$ cat src/rtl/core/bks_pkg.sv
// Shared types and constants for the bounded unique key set.
package bks_pkg;

  localparam logic [1:0] CMD_INSERT = 2'd0;
  localparam logic [1:0] CMD_REMOVE = 2'd1;
  localparam logic [1:0] CMD_QUERY  = 2'd2;

  localparam logic [1:0] ST_OK     = 2'd0;
  localparam logic [1:0] ST_FULL   = 2'd1;
  localparam logic [1:0] ST_DUP    = 2'd2;
  localparam logic [1:0] ST_ABSENT = 2'd3;

  localparam int CAP_BITS   = 7;
  localparam int COUNT_BITS = 7;
  localparam int KEY_PORT_BITS = 32;
  localparam logic [CAP_BITS-1:0] CAP_RESET = 7'd64;

  typedef struct packed {
    logic                  done;
    logic [1:0]            status;
    logic [COUNT_BITS-1:0] count;
  } seq_res_t;

endpackage

$ cat src/rtl/core/bks_mem.sv
// Key storage: one write port and one registered read port.
module bks_mem #(
  parameter int DEPTH = 64,
  parameter int W     = 32,
  parameter int AW    = 6
) (
  input  logic          clk,
  input  logic          rd_en,
  input  logic [AW-1:0] rd_addr,
  output logic [W-1:0]  rd_data,
  input  logic          wr_en,
  input  logic [AW-1:0] wr_addr,
  input  logic [W-1:0]  wr_data
);

  logic [W-1:0] mem [DEPTH];

  always_ff @(posedge clk) begin
    if (wr_en) begin
      mem[wr_addr] <= wr_data;
    end
    if (rd_en) begin
      rd_data <= mem[rd_addr];
    end
  end

endmodule

$ cat src/rtl/core/bks_seq.sv
// Sequencer that walks the key list for search, append and shift-down compaction.
module bks_seq
  import bks_pkg::*;
#(
  parameter int DEPTH    = 64,
  parameter int KEY_BITS = 32,
  parameter int AW       = 6,
  parameter int CW       = 7
) (
  input  logic                clk,
  input  logic                rst,
  input  logic                start,
  input  logic [1:0]          command,
  input  logic [KEY_BITS-1:0] key_m,
  input  logic [CAP_BITS-1:0] capacity,
  input  logic                res_ok,
  output logic                idle,
  output seq_res_t            res,
  output logic                rd_en,
  output logic [AW-1:0]       rd_addr,
  input  logic [KEY_BITS-1:0] rd_data,
  output logic                wr_en,
  output logic [AW-1:0]       wr_addr,
  output logic [KEY_BITS-1:0] wr_data
);

  localparam logic [1:0] S_IDLE   = 2'd0;
  localparam logic [1:0] S_SEARCH = 2'd1;
  localparam logic [1:0] S_SHIFT  = 2'd2;
  localparam logic [1:0] S_RESP   = 2'd3;

  logic [1:0]          state, state_next;
  logic [1:0]          cmd_r, cmd_r_next;
  logic [KEY_BITS-1:0] key_r, key_r_next;
  logic [CW-1:0]       ra, ra_next;
  logic [CW-1:0]       ca, ca_next;
  logic                rv, rv_next;
  logic [CW-1:0]       held, held_next;
  logic [1:0]          status_r, status_r_next;

  logic                hit;
  logic                more;
  logic                full;
  logic [CW-1:0]       ca_dec;
  logic [CW+6:0]       held_wide;

  assign hit    = rv && (rd_data == key_r);
  assign more   = ra < held;
  assign ca_dec = ca - CW'(1);
  // The capacity limit saturates at DEPTH; held never exceeds DEPTH.
  assign full   = ({7'd0, held} >= {{CW{1'b0}}, capacity}) || (held == CW'(DEPTH));
  assign held_wide = {7'd0, held};

  assign idle       = (state == S_IDLE);
  assign rd_addr    = ra[AW-1:0];

  always_comb begin
    state_next    = state;
    cmd_r_next    = cmd_r;
    key_r_next    = key_r;
    ra_next       = ra;
    ca_next       = ca;
    rv_next       = rv;
    held_next     = held;
    status_r_next = status_r;
    rd_en         = 1'b0;
    wr_en         = 1'b0;
    wr_addr       = held[AW-1:0];
    wr_data       = key_r;
    res.done      = 1'b0;
    res.status    = status_r;
    res.count     = held_wide[COUNT_BITS-1:0];
    unique case (state)
      S_IDLE: begin
        if (start) begin
          cmd_r_next = command;
          key_r_next = key_m;
          ra_next    = '0;
          rv_next    = 1'b0;
          if (command == CMD_INSERT && full) begin
            status_r_next = ST_FULL;
            state_next    = S_RESP;
          end else begin
            state_next = S_SEARCH;
          end
        end
      end
      S_SEARCH: begin
        if (hit) begin
          rv_next = 1'b0;
          if (cmd_r == CMD_INSERT) begin
            status_r_next = ST_DUP;
            state_next    = S_RESP;
          end else if (cmd_r == CMD_REMOVE) begin
            ra_next    = ca + CW'(1);
            state_next = S_SHIFT;
          end else begin
            status_r_next = ST_OK;
            state_next    = S_RESP;
          end
        end else if (more) begin
          rd_en   = 1'b1;
          ca_next = ra;
          ra_next = ra + CW'(1);
          rv_next = 1'b1;
        end else begin
          rv_next    = 1'b0;
          state_next = S_RESP;
          if (cmd_r == CMD_INSERT) begin
            wr_en         = 1'b1;
            held_next     = held + CW'(1);
            status_r_next = ST_OK;
          end else begin
            status_r_next = ST_ABSENT;
          end
        end
      end
      S_SHIFT: begin
        // Each entry read is written one place lower in the next cycle.
        if (rv) begin
          wr_en   = 1'b1;
          wr_addr = ca_dec[AW-1:0];
          wr_data = rd_data;
        end
        if (more) begin
          rd_en   = 1'b1;
          ca_next = ra;
          ra_next = ra + CW'(1);
          rv_next = 1'b1;
        end else begin
          rv_next = 1'b0;
          if (!rv) begin
            held_next     = held - CW'(1);
            status_r_next = ST_OK;
            state_next    = S_RESP;
          end
        end
      end
      S_RESP: begin
        res.done = res_ok;
        if (res_ok) begin
          state_next = S_IDLE;
        end
      end
    endcase
  end

  always_ff @(posedge clk) begin
    if (rst) begin
      state <= S_IDLE;
      held  <= '0;
      rv    <= 1'b0;
    end else begin
      state <= state_next;
      held  <= held_next;
      rv    <= rv_next;
    end
    cmd_r    <= cmd_r_next;
    key_r    <= key_r_next;
    ra       <= ra_next;
    ca       <= ca_next;
    status_r <= status_r_next;
  end

endmodule

$ cat src/rtl/core/bounded_unique_key_set_top.sv
// Top level of the bounded unique key set: ports, capacity register and result register.
//
//   channel  direction  signals                          beat
//   cfg      in         cfg_we, cfg_data                 capacity write, no wait
//   in       in         in_valid, in_ready, command, key one command and key
//   out      out        out_valid, out_ready, status, count  one result
//
// An insert on a full set gets its result without a search. A search that misses (an append
// included) reads every held entry, and a query or duplicate insert that hits stops at that
// entry. A remove that hits goes on to shift the later entries down one place; the search
// and the shift-down both go through the single read port of the key memory.
// One item is in work at a time; in_ready is high only while the sequencer is idle and
// rises with the result, so the next beat can be accepted as soon as the result shows.
// A result waits in the output register, and a stalled result holds the sequencer.
// Reset clears the count and sets the capacity to 64; no clearing pass is needed.
module bounded_unique_key_set_top
  import bks_pkg::*;
#(
  parameter int DEPTH    = 64,
  parameter int KEY_BITS = 32
) (
  input  logic                  clk,
  input  logic                  rst,
  input  logic                  cfg_we,
  input  logic [CAP_BITS-1:0]   cfg_data,
  input  logic                  in_valid,
  output logic                  in_ready,
  input  logic [1:0]            command,
  input  logic [KEY_PORT_BITS-1:0] key,
  output logic                  out_valid,
  input  logic                  out_ready,
  output logic [1:0]            status,
  output logic [COUNT_BITS-1:0] count
);

  localparam int AW = (DEPTH > 1) ? $clog2(DEPTH) : 1;
  localparam int CW = $clog2(DEPTH + 1);

  logic [CAP_BITS-1:0]               capacity;
  logic [KEY_BITS+KEY_PORT_BITS-1:0] key_wide;
  logic [KEY_BITS-1:0]               key_m;
  logic                              seq_idle;
  logic                              res_ok;
  seq_res_t                          res;
  logic                              rd_en;
  logic [AW-1:0]                     rd_addr;
  logic [KEY_BITS-1:0]               rd_data;
  logic                              wr_en;
  logic [AW-1:0]                     wr_addr;
  logic [KEY_BITS-1:0]               wr_data;

  // Only the low KEY_BITS bits of the key take part; a key port narrower than KEY_BITS is zero extended.
  assign key_wide = {{KEY_BITS{1'b0}}, key};
  assign key_m    = key_wide[KEY_BITS-1:0];

  assign in_ready = seq_idle;
  assign res_ok   = !out_valid || out_ready;

  always_ff @(posedge clk) begin
    if (rst) begin
      capacity <= CAP_RESET;
    end else if (cfg_we) begin
      capacity <= cfg_data;
    end
  end

  always_ff @(posedge clk) begin
    if (rst) begin
      out_valid <= 1'b0;
    end else if (res.done) begin
      out_valid <= 1'b1;
    end else if (out_ready) begin
      out_valid <= 1'b0;
    end
    if (res.done) begin
      status <= res.status;
      count  <= res.count;
    end
  end

  bks_seq #(
    .DEPTH    (DEPTH),
    .KEY_BITS (KEY_BITS),
    .AW       (AW),
    .CW       (CW)
  ) u_seq (
    .clk      (clk),
    .rst      (rst),
    .start    (in_valid && in_ready),
    .command  (command),
    .key_m    (key_m),
    .capacity (capacity),
    .res_ok   (res_ok),
    .idle     (seq_idle),
    .res      (res),
    .rd_en    (rd_en),
    .rd_addr  (rd_addr),
    .rd_data  (rd_data),
    .wr_en    (wr_en),
    .wr_addr  (wr_addr),
    .wr_data  (wr_data)
  );

  bks_mem #(
    .DEPTH (DEPTH),
    .W     (KEY_BITS),
    .AW    (AW)
  ) u_mem (
    .clk     (clk),
    .rd_en   (rd_en),
    .rd_addr (rd_addr),
    .rd_data (rd_data),
    .wr_en   (wr_en),
    .wr_addr (wr_addr),
    .wr_data (wr_data)
  );

endmodule

$ cat config.mk
export PLATFORM = sky130hd
export DESIGN_NAME = bounded_unique_key_set_top
export DESIGN_NICKNAME = d
export VERILOG_FILES = /design/src/rtl/core/bks_pkg.sv /design/src/rtl/core/bks_mem.sv /design/src/rtl/core/bks_seq.sv /design/src/rtl/core/bounded_unique_key_set_top.sv
export SDC_FILE = /design/constraint.sdc
export NUM_CORES = 2
export LEC_CHECK = 0
export ABC_AREA = 1
export BUFFER_PORTS_ARGS = -buffer_cell sky130_fd_sc_hd__buf_2
export CORE_MARGIN = 2
export CORE_UTILIZATION = 25
export CTS_BUF_LIST = sky130_fd_sc_hd__clkbuf_16
export DETAILED_ROUTE_END_ITERATION = 8
export GPL_TIMING_DRIVEN = 0
export PLACE_DENSITY_LB_ADDON = 0.08
export SETUP_SLACK_MARGIN = 0.05
export SYNTH_ARGS = -nofsm -noshare
export SYNTH_HDL_FRONTEND = slang
export SYNTH_SLANG_ARGS = --single-unit
$ cat constraint.sdc
create_clock -name clk -period 5.1 [get_ports clk]
set_input_delay 0.255 -clock clk [delete_from_list [all_inputs] [get_ports clk]]
set_output_delay 0.255 -clock clk [all_outputs]
set_load 0.01 [all_outputs]
Yosys cells after proc, flatten, opt, wreduce, memory -nomap -nowiden
Memories as Yosys holds them, arrays and structs flattened. A register that Yosys moved wholly into a read port is not among the register bits.
Cells that the tools add are included.
{"block": "word_totals", "regBits": 77, "ramBits": 2048, "in_bits": 46, "output_inout_bits": 11, "elab_cells": 111, "memories": 1}
{"block": "op_classes", "add_sub_neg": 5, "n_lt_le_gt_ge": 2, "n_eq_ne": 18, "n_mux": 54, "n_reduce_logical": 19}
{"memory": "u_mem.mem", "depth": 64, "word_bits": 32, "rd": 1, "rd_ports_with_merged_regs": 1, "wr": 1, "line_no": "bks_mem.sv:16", "source": "logic [W-1:0] mem [DEPTH];"}
{"cell": "$mux 7", "n": 12}
{"cell": "$mux 32", "n": 2}
{"cell": "$mux 2", "n": 17}
{"cell": "$eq 32x32->1", "n": 1}
{"cell": "$pmux 7 s2", "n": 2}
{"cell": "$add 7x1->7 const B", "n": 3}
{"cell": "$pmux 7 s3", "n": 1}
{"cell": "$mux 1", "n": 13}
{"cell": "$mux 6", "n": 2}
{"cell": "$ne 2x1->1 const B", "n": 4}
{"cell": "$ne 2x2->1 const B", "n": 4}
{"cell": "$pmux 2 s4", "n": 1}
{"cell": "$eq 7x7->1 const B", "n": 1}
{"cell": "$ge 7x7->1", "n": 1}
{"cell": "$lt 7x7->1", "n": 1}
{"cell": "$reduce_and 7->1", "n": 1}
{"cell": "$sub 7x1->7 const B", "n": 1}
{"cell": "$logic_not 2->1", "n": 3}
{"cell": "$ne 3x3->1 const B", "n": 2}
{"cell": "$pmux 2 s3", "n": 1}
{"cell": "$reduce_and 2->1", "n": 3}
{"cell": "$reduce_and 6->1", "n": 1}
{"cell": "$sub 6x1->6 const B", "n": 1}
{"cell": "$reduce_and 5->1", "n": 1}
{"cell": "other kinds (12)", "n": 19}

Logic depth before layout (Yosys ltp)
{"block": "logic_depth", "depth_word": 7, "mapped_depth": 15, "ltp_nobuf": 15}

Modules after synthesis
A second synthesis with hierarchy kept.
{"block": "unflattened", "hier_cells": 7441, "hier_area_um2": 88159.6}
{"module": "bks_mem", "n_inst": 1, "cells_per_inst": 6769, "area_per_inst_um2": 83058.4, "seq_area_each_um2": 62459.9}
{"module": "bks_seq", "n_inst": 1, "cells_per_inst": 626, "area_per_inst_um2": 4551.9, "seq_area_each_um2": 1701.6}
{"module": "bounded_unique_key_set_top", "n_inst": 1, "cells_per_inst": 46, "area_per_inst_um2": 549.3, "seq_area_each_um2": 430.4}

Worst setup path before layout
No wires, ideal clock.
{"block": "synth_timing", "path_type": "register to register", "start": "reg u_seq.state[0]", "end": "mem u_mem.mem[0][0] (data pin)", "setup_ns": 0.702, "t_arrival_ns": 3.994, "t_required_ns": 4.398, "path_slack_ns": 0.404, "stages_incl_launch_ff": 8, "path_buffers": 3, "synth_period_minus_slack_ns": 4.696, "path_cell_list": "dfxtp_1 -> inv_1 -> ha_1 -> buf_2 -> nand2_1 -> clkbuf_1 -> clkbuf_1 -> o21ai_0"}
{"block": "synth_via", "elab_chain_len": 2}
{"element": "start, declared", "line_no": "bks_seq.sv:32", "source": "logic [1:0] state, state_next;"}
{"element": "start signal, assigned", "line_no": "bks_seq.sv:154", "source": "state <= state_next;"}
{"element": "$eq 2x2->1", "line_no": "bks_seq.sv:73", "source": "unique case (state)"}
{"element": "$mux 32", "line_no": "bks_seq.sv:73"}
{"element": "via u_mem.wr_data[0]", "line_no": "bks_mem.sv:13", "source": "input logic [W-1:0] wr_data"}
{"element": "end, declared", "line_no": "bks_mem.sv:16"}
The timed path passes the listed nets, and every way through them passes these cells.

Final worst setup path
{"block": "layout_timing", "start": "reg u_seq.ra[0]", "end": "reg u_mem.rd_data[27], read port of u_mem.mem (data pin)"}
{"block": "layout_via", "elab_chain_len": 4}
{"element": "start, declared", "line_no": "bks_seq.sv:35", "source": "logic [CW-1:0] ra, ra_next;"}
{"element": "start signal, assigned", "line_no": "bks_seq.sv:160", "source": "ra <= ra_next;"}
{"element": "$lt 7x7->1", "line_no": "bks_seq.sv:48", "source": "assign more = ra < held;"}
{"element": "$mux 1", "line_no": "bks_seq.sv:101, bks_seq.sv:125"}
{"element": "$mux 1", "line_no": "bks_seq.sv:89", "source": "if (hit) begin"}
{"element": "$pmux 1 s2", "line_no": "bks_seq.sv:73"}
{"element": "end, declared", "line_no": "bks_mem.sv:10", "source": "output logic [W-1:0] rd_data,"}
Several ways; a longest one is shown, not always the timed one.
A chain may end at the register's enable or synchronous reset.

==> metrics.cfg <==
[outcome]
status = complete, but fails checks
violations = capacitance limit, slew limit, setup timing

[layout]
seq_area_um2 = 64590
fillers = 34010
area_growth_pct = 23.40
drive_gt1_frac = 0.1215
multi_input_area_um2 = 19420
nets = 7221
final_common_cell = edfxtp_1
mostFrequentLayoutCells = edfxtp_1 (2,139), nor2_1 (1,092), o21ai_0 (1,051)
design_area_um2 = 105400

[place]
gp_congestion = 0.9509
numPortBuffers = 56
hpwl_mm = 315.4
place_area_um2 = 96230

[clocking]
cts_sinks = 2157
tritoncts = done
path_clk_slew_ps = 60
numCtsBuffers = 242
clock_latency_ps = 940
clockRootBuffer = clkbuf_16
h-tree-depth = 4
clk_path_buf_depth = 4

[setup_path]
cp-start-kind = flip-flop
reg2reg_depth = 11
cp.arrival_ps = 6050
r2r_setup_slack_ps = -250
crit_fanout = 11
worstSetupPathType = reg2reg
r2r-start = u_seq.ra[0]
critPathRequiredTime_ps = 5800
timing.rr.end = u_mem.rd_data[27]
endpoint_kind = flip-flop

[routing]
wl_per_cell_um = 36.19
post-route-drc-count = 0
drt_iter0_drc = 7950
wirelength_mm = 430.9
vias = 61410
ant_nets = 0
via_per_inst = 5.158
firstDrtPassIters = 6

[logic_synthesis]
ys_warn_count = 0
syn_area_um2 = 85400
netlist_top_cells_area = edfxtp_1 (75%), o21ai_0 (6.3%), nor2_1 (5.1%)
yosysTopAreaCellShare = 0.7521
syn_nets = 6570
syn_inst = 6496
synth_sequential_area_ratio = 0.7564
synth-seq-cells = 2157
synth_top_cell_by_area = edfxtp_1
postSynthAreaPerCell_um2 = 13.15
synth_cell_type_count = 36

[hold_path]
hp-start = key[10]
hold-path-cell-count = 2
min_to = u_seq.key_r[10]
hold_class = in2reg

[timing]
setup_violations = 7
fin_crit_sh = 1.049
rsz0062_at_grt = true
period_minus_slack_ps = 5347
worstMarginPinSlew_ps = 1603
fmax_mhz = 187.0
max_slew_margin = -0.06898
fin_skew_ps = 59.29
hold_violations = 0
maxSlewViolCount = 11
setup_ws_ps = -247.4

[global_routing]
grt_pass1_vias = 57740
grt_antenna_before_repair = 59
grt_max_degree = 52
grt_pass1_wl_mm = 561.7
overflow = 0
track_usage = 0.2422

[floorplan]
start_util = 0.2513
core_um2 = 339800
rows = 214
dieArea_um2 = 346300
pin_count = 57
die_w_um = 588.5
die_y_um = 588.5

[flow_run]
cap_violations = 2

[pwr]
finalPower_w = 0.06360
p_per_area_nw_per_um2 = 603.6
p_leak_nw = 34.06
ir_worst_vdd_mv = 0.2968

==> what timing repair did <==
| item | 4_1_cts | 5_1_grt |
|---|---|---|
| setup buffers | 47 | 41 |
| hold buffers | 72 | 0 |
| pin swaps | 17 | 16 |
| gates resized for setup | 23 | 11 |
| setup endpoints to repair | 543 | 421 |
| hold endpoints to repair | 49 | 0 |
==> synthesized netlist by cell type, drive strengths merged <==
cell type / count
a21boi: 2
a21oi: 124
and3: 1
buf: 130
clkbuf: 314
clkinv: 4
dfxtp: 18
edfxtp: 2139
fa: 1
ha: 27
inv: 124
nand2: 436
nand3: 301
nand3b: 4
nand4: 20
nor2: 1156
nor3: 7
nor4: 1
nor4b: 1
o2111ai: 1
o211ai: 65
o21a: 3
o21ai: 1083
o21bai: 1
o221ai: 192
o22ai: 319
or2: 6
xnor2: 6
xor2: 10
==> stage by stage <==
| stage | hold WS, ps | TNS [ps] | setup WS [ps] | instances | util |
|---|---|---|---|---|---|
| after global placement | 407.3 | - | -9638 | 11090 | 0.2689 |
| after global routing | 48.89 | 0 | 3.912 | 11900 | 0.3100 |
| final | 73.38 | -648.6 | -247.4 | 11910 | 0.3101 |
| after floorplan | 324.1 | 0 | 404.0 | 6496 | - |
| after CTS | 4.123 | 0 | 50.28 | 11850 | 0.3086 |
| after detailed placement | 409.3 | -30950 | -602.4 | 11280 | 0.2832 |
==> critical path: stages (launching register included) <==
cell and delay (ps):
edfxtp_1 720, buf_4 410, buf_4 340, buf_4 290, buf_2 440, buf_2 550, nor2_1 110, o221ai_1 770
nand3_1 770, nand3_1 250, nand2_1 80, nand3_1 320
==> cell type report <==
| class | instances | share of cell area |
|---|---|---|
| Clock buffer | 246 | 0.05842 |
| Clock inverter | 203 | 0.01154 |
| Multi-Input combinational cell | 3767 | 0.1843 |
| Buffer | 444 | 0.01749 |
| Antenna cell | 19 | 0.0004512 |
| Timing Repair Buffer | 407 | 0.05643 |
| Sequential cell | 2157 | 0.6129 |
| Tap cell | 4536 | 0.05386 |
| Inverter | 128 | 0.004595 |
==> kinds of logic (layout without fill, tap and decap cells) <==
family	after synthesis	count (layout)	synth area share
other	0	19	0
flip-flops	2157	2157	0.7564
buffers and inverters	572	1428	0.02694
adder cells (fa/ha/maj)	28	28	0.004190
XOR/XNOR	16	16	0.001641
AO/OA/AOI/OAI	1790	1790	0.1203
AND/OR/NAND/NOR	1933	1933	0.09059
==> per-layer routing <==
layer	up-vias	global-route usage	routed length [um]
met5	-	0	99
met4	14	0.1077	22590
met3	557	0.03834	30220
met2	2747	0.3815	195100
met1	32390	0.3285	182800
li1	25700	-	-
==> how the worst max path moves through the flow <==
stage | startpoint | to | slack, ps | cells after the start
2_1_floorplan | u_seq.state[0] | u_mem.mem[0][0] | 400 | 7
3_3_place_gp | u_seq.state[0] | u_mem.mem[6][11] | -9640 | 7
3_5_place_dp | u_seq.ra[2] | u_mem.rd_data[11] | -600 | 9
4_1_cts | u_seq.ra[1] | u_mem.rd_data[11] | 50 | 9
5_1_grt | u_seq.ra[0] | u_mem.mem[1][25] | 4 | 14
6_report | u_seq.ra[0] | u_mem.rd_data[27] | -250 | 11
==> registers in the layout (all words and copies together) (netlist names) <==
signal          cells
out_valid           1
capacity            7
u_seq.held          7
u_seq.ca            7
u_seq.rv            1
u_seq.state         2
u_seq.key_r        32
u_mem.rd_data      32
u_mem.mem        2048
status              2
u_seq.cmd_r         2
count               7
u_seq.status_r      2
u_seq.ra            7
==> power breakdown <==
part	switching [W]	internal, W
sequential	0.000263	0.0209
combinational	0.0206	0.00497
clock	0.00758	0.00927
total	0.0285	0.0351
Power figures use the tool's default switching activity.
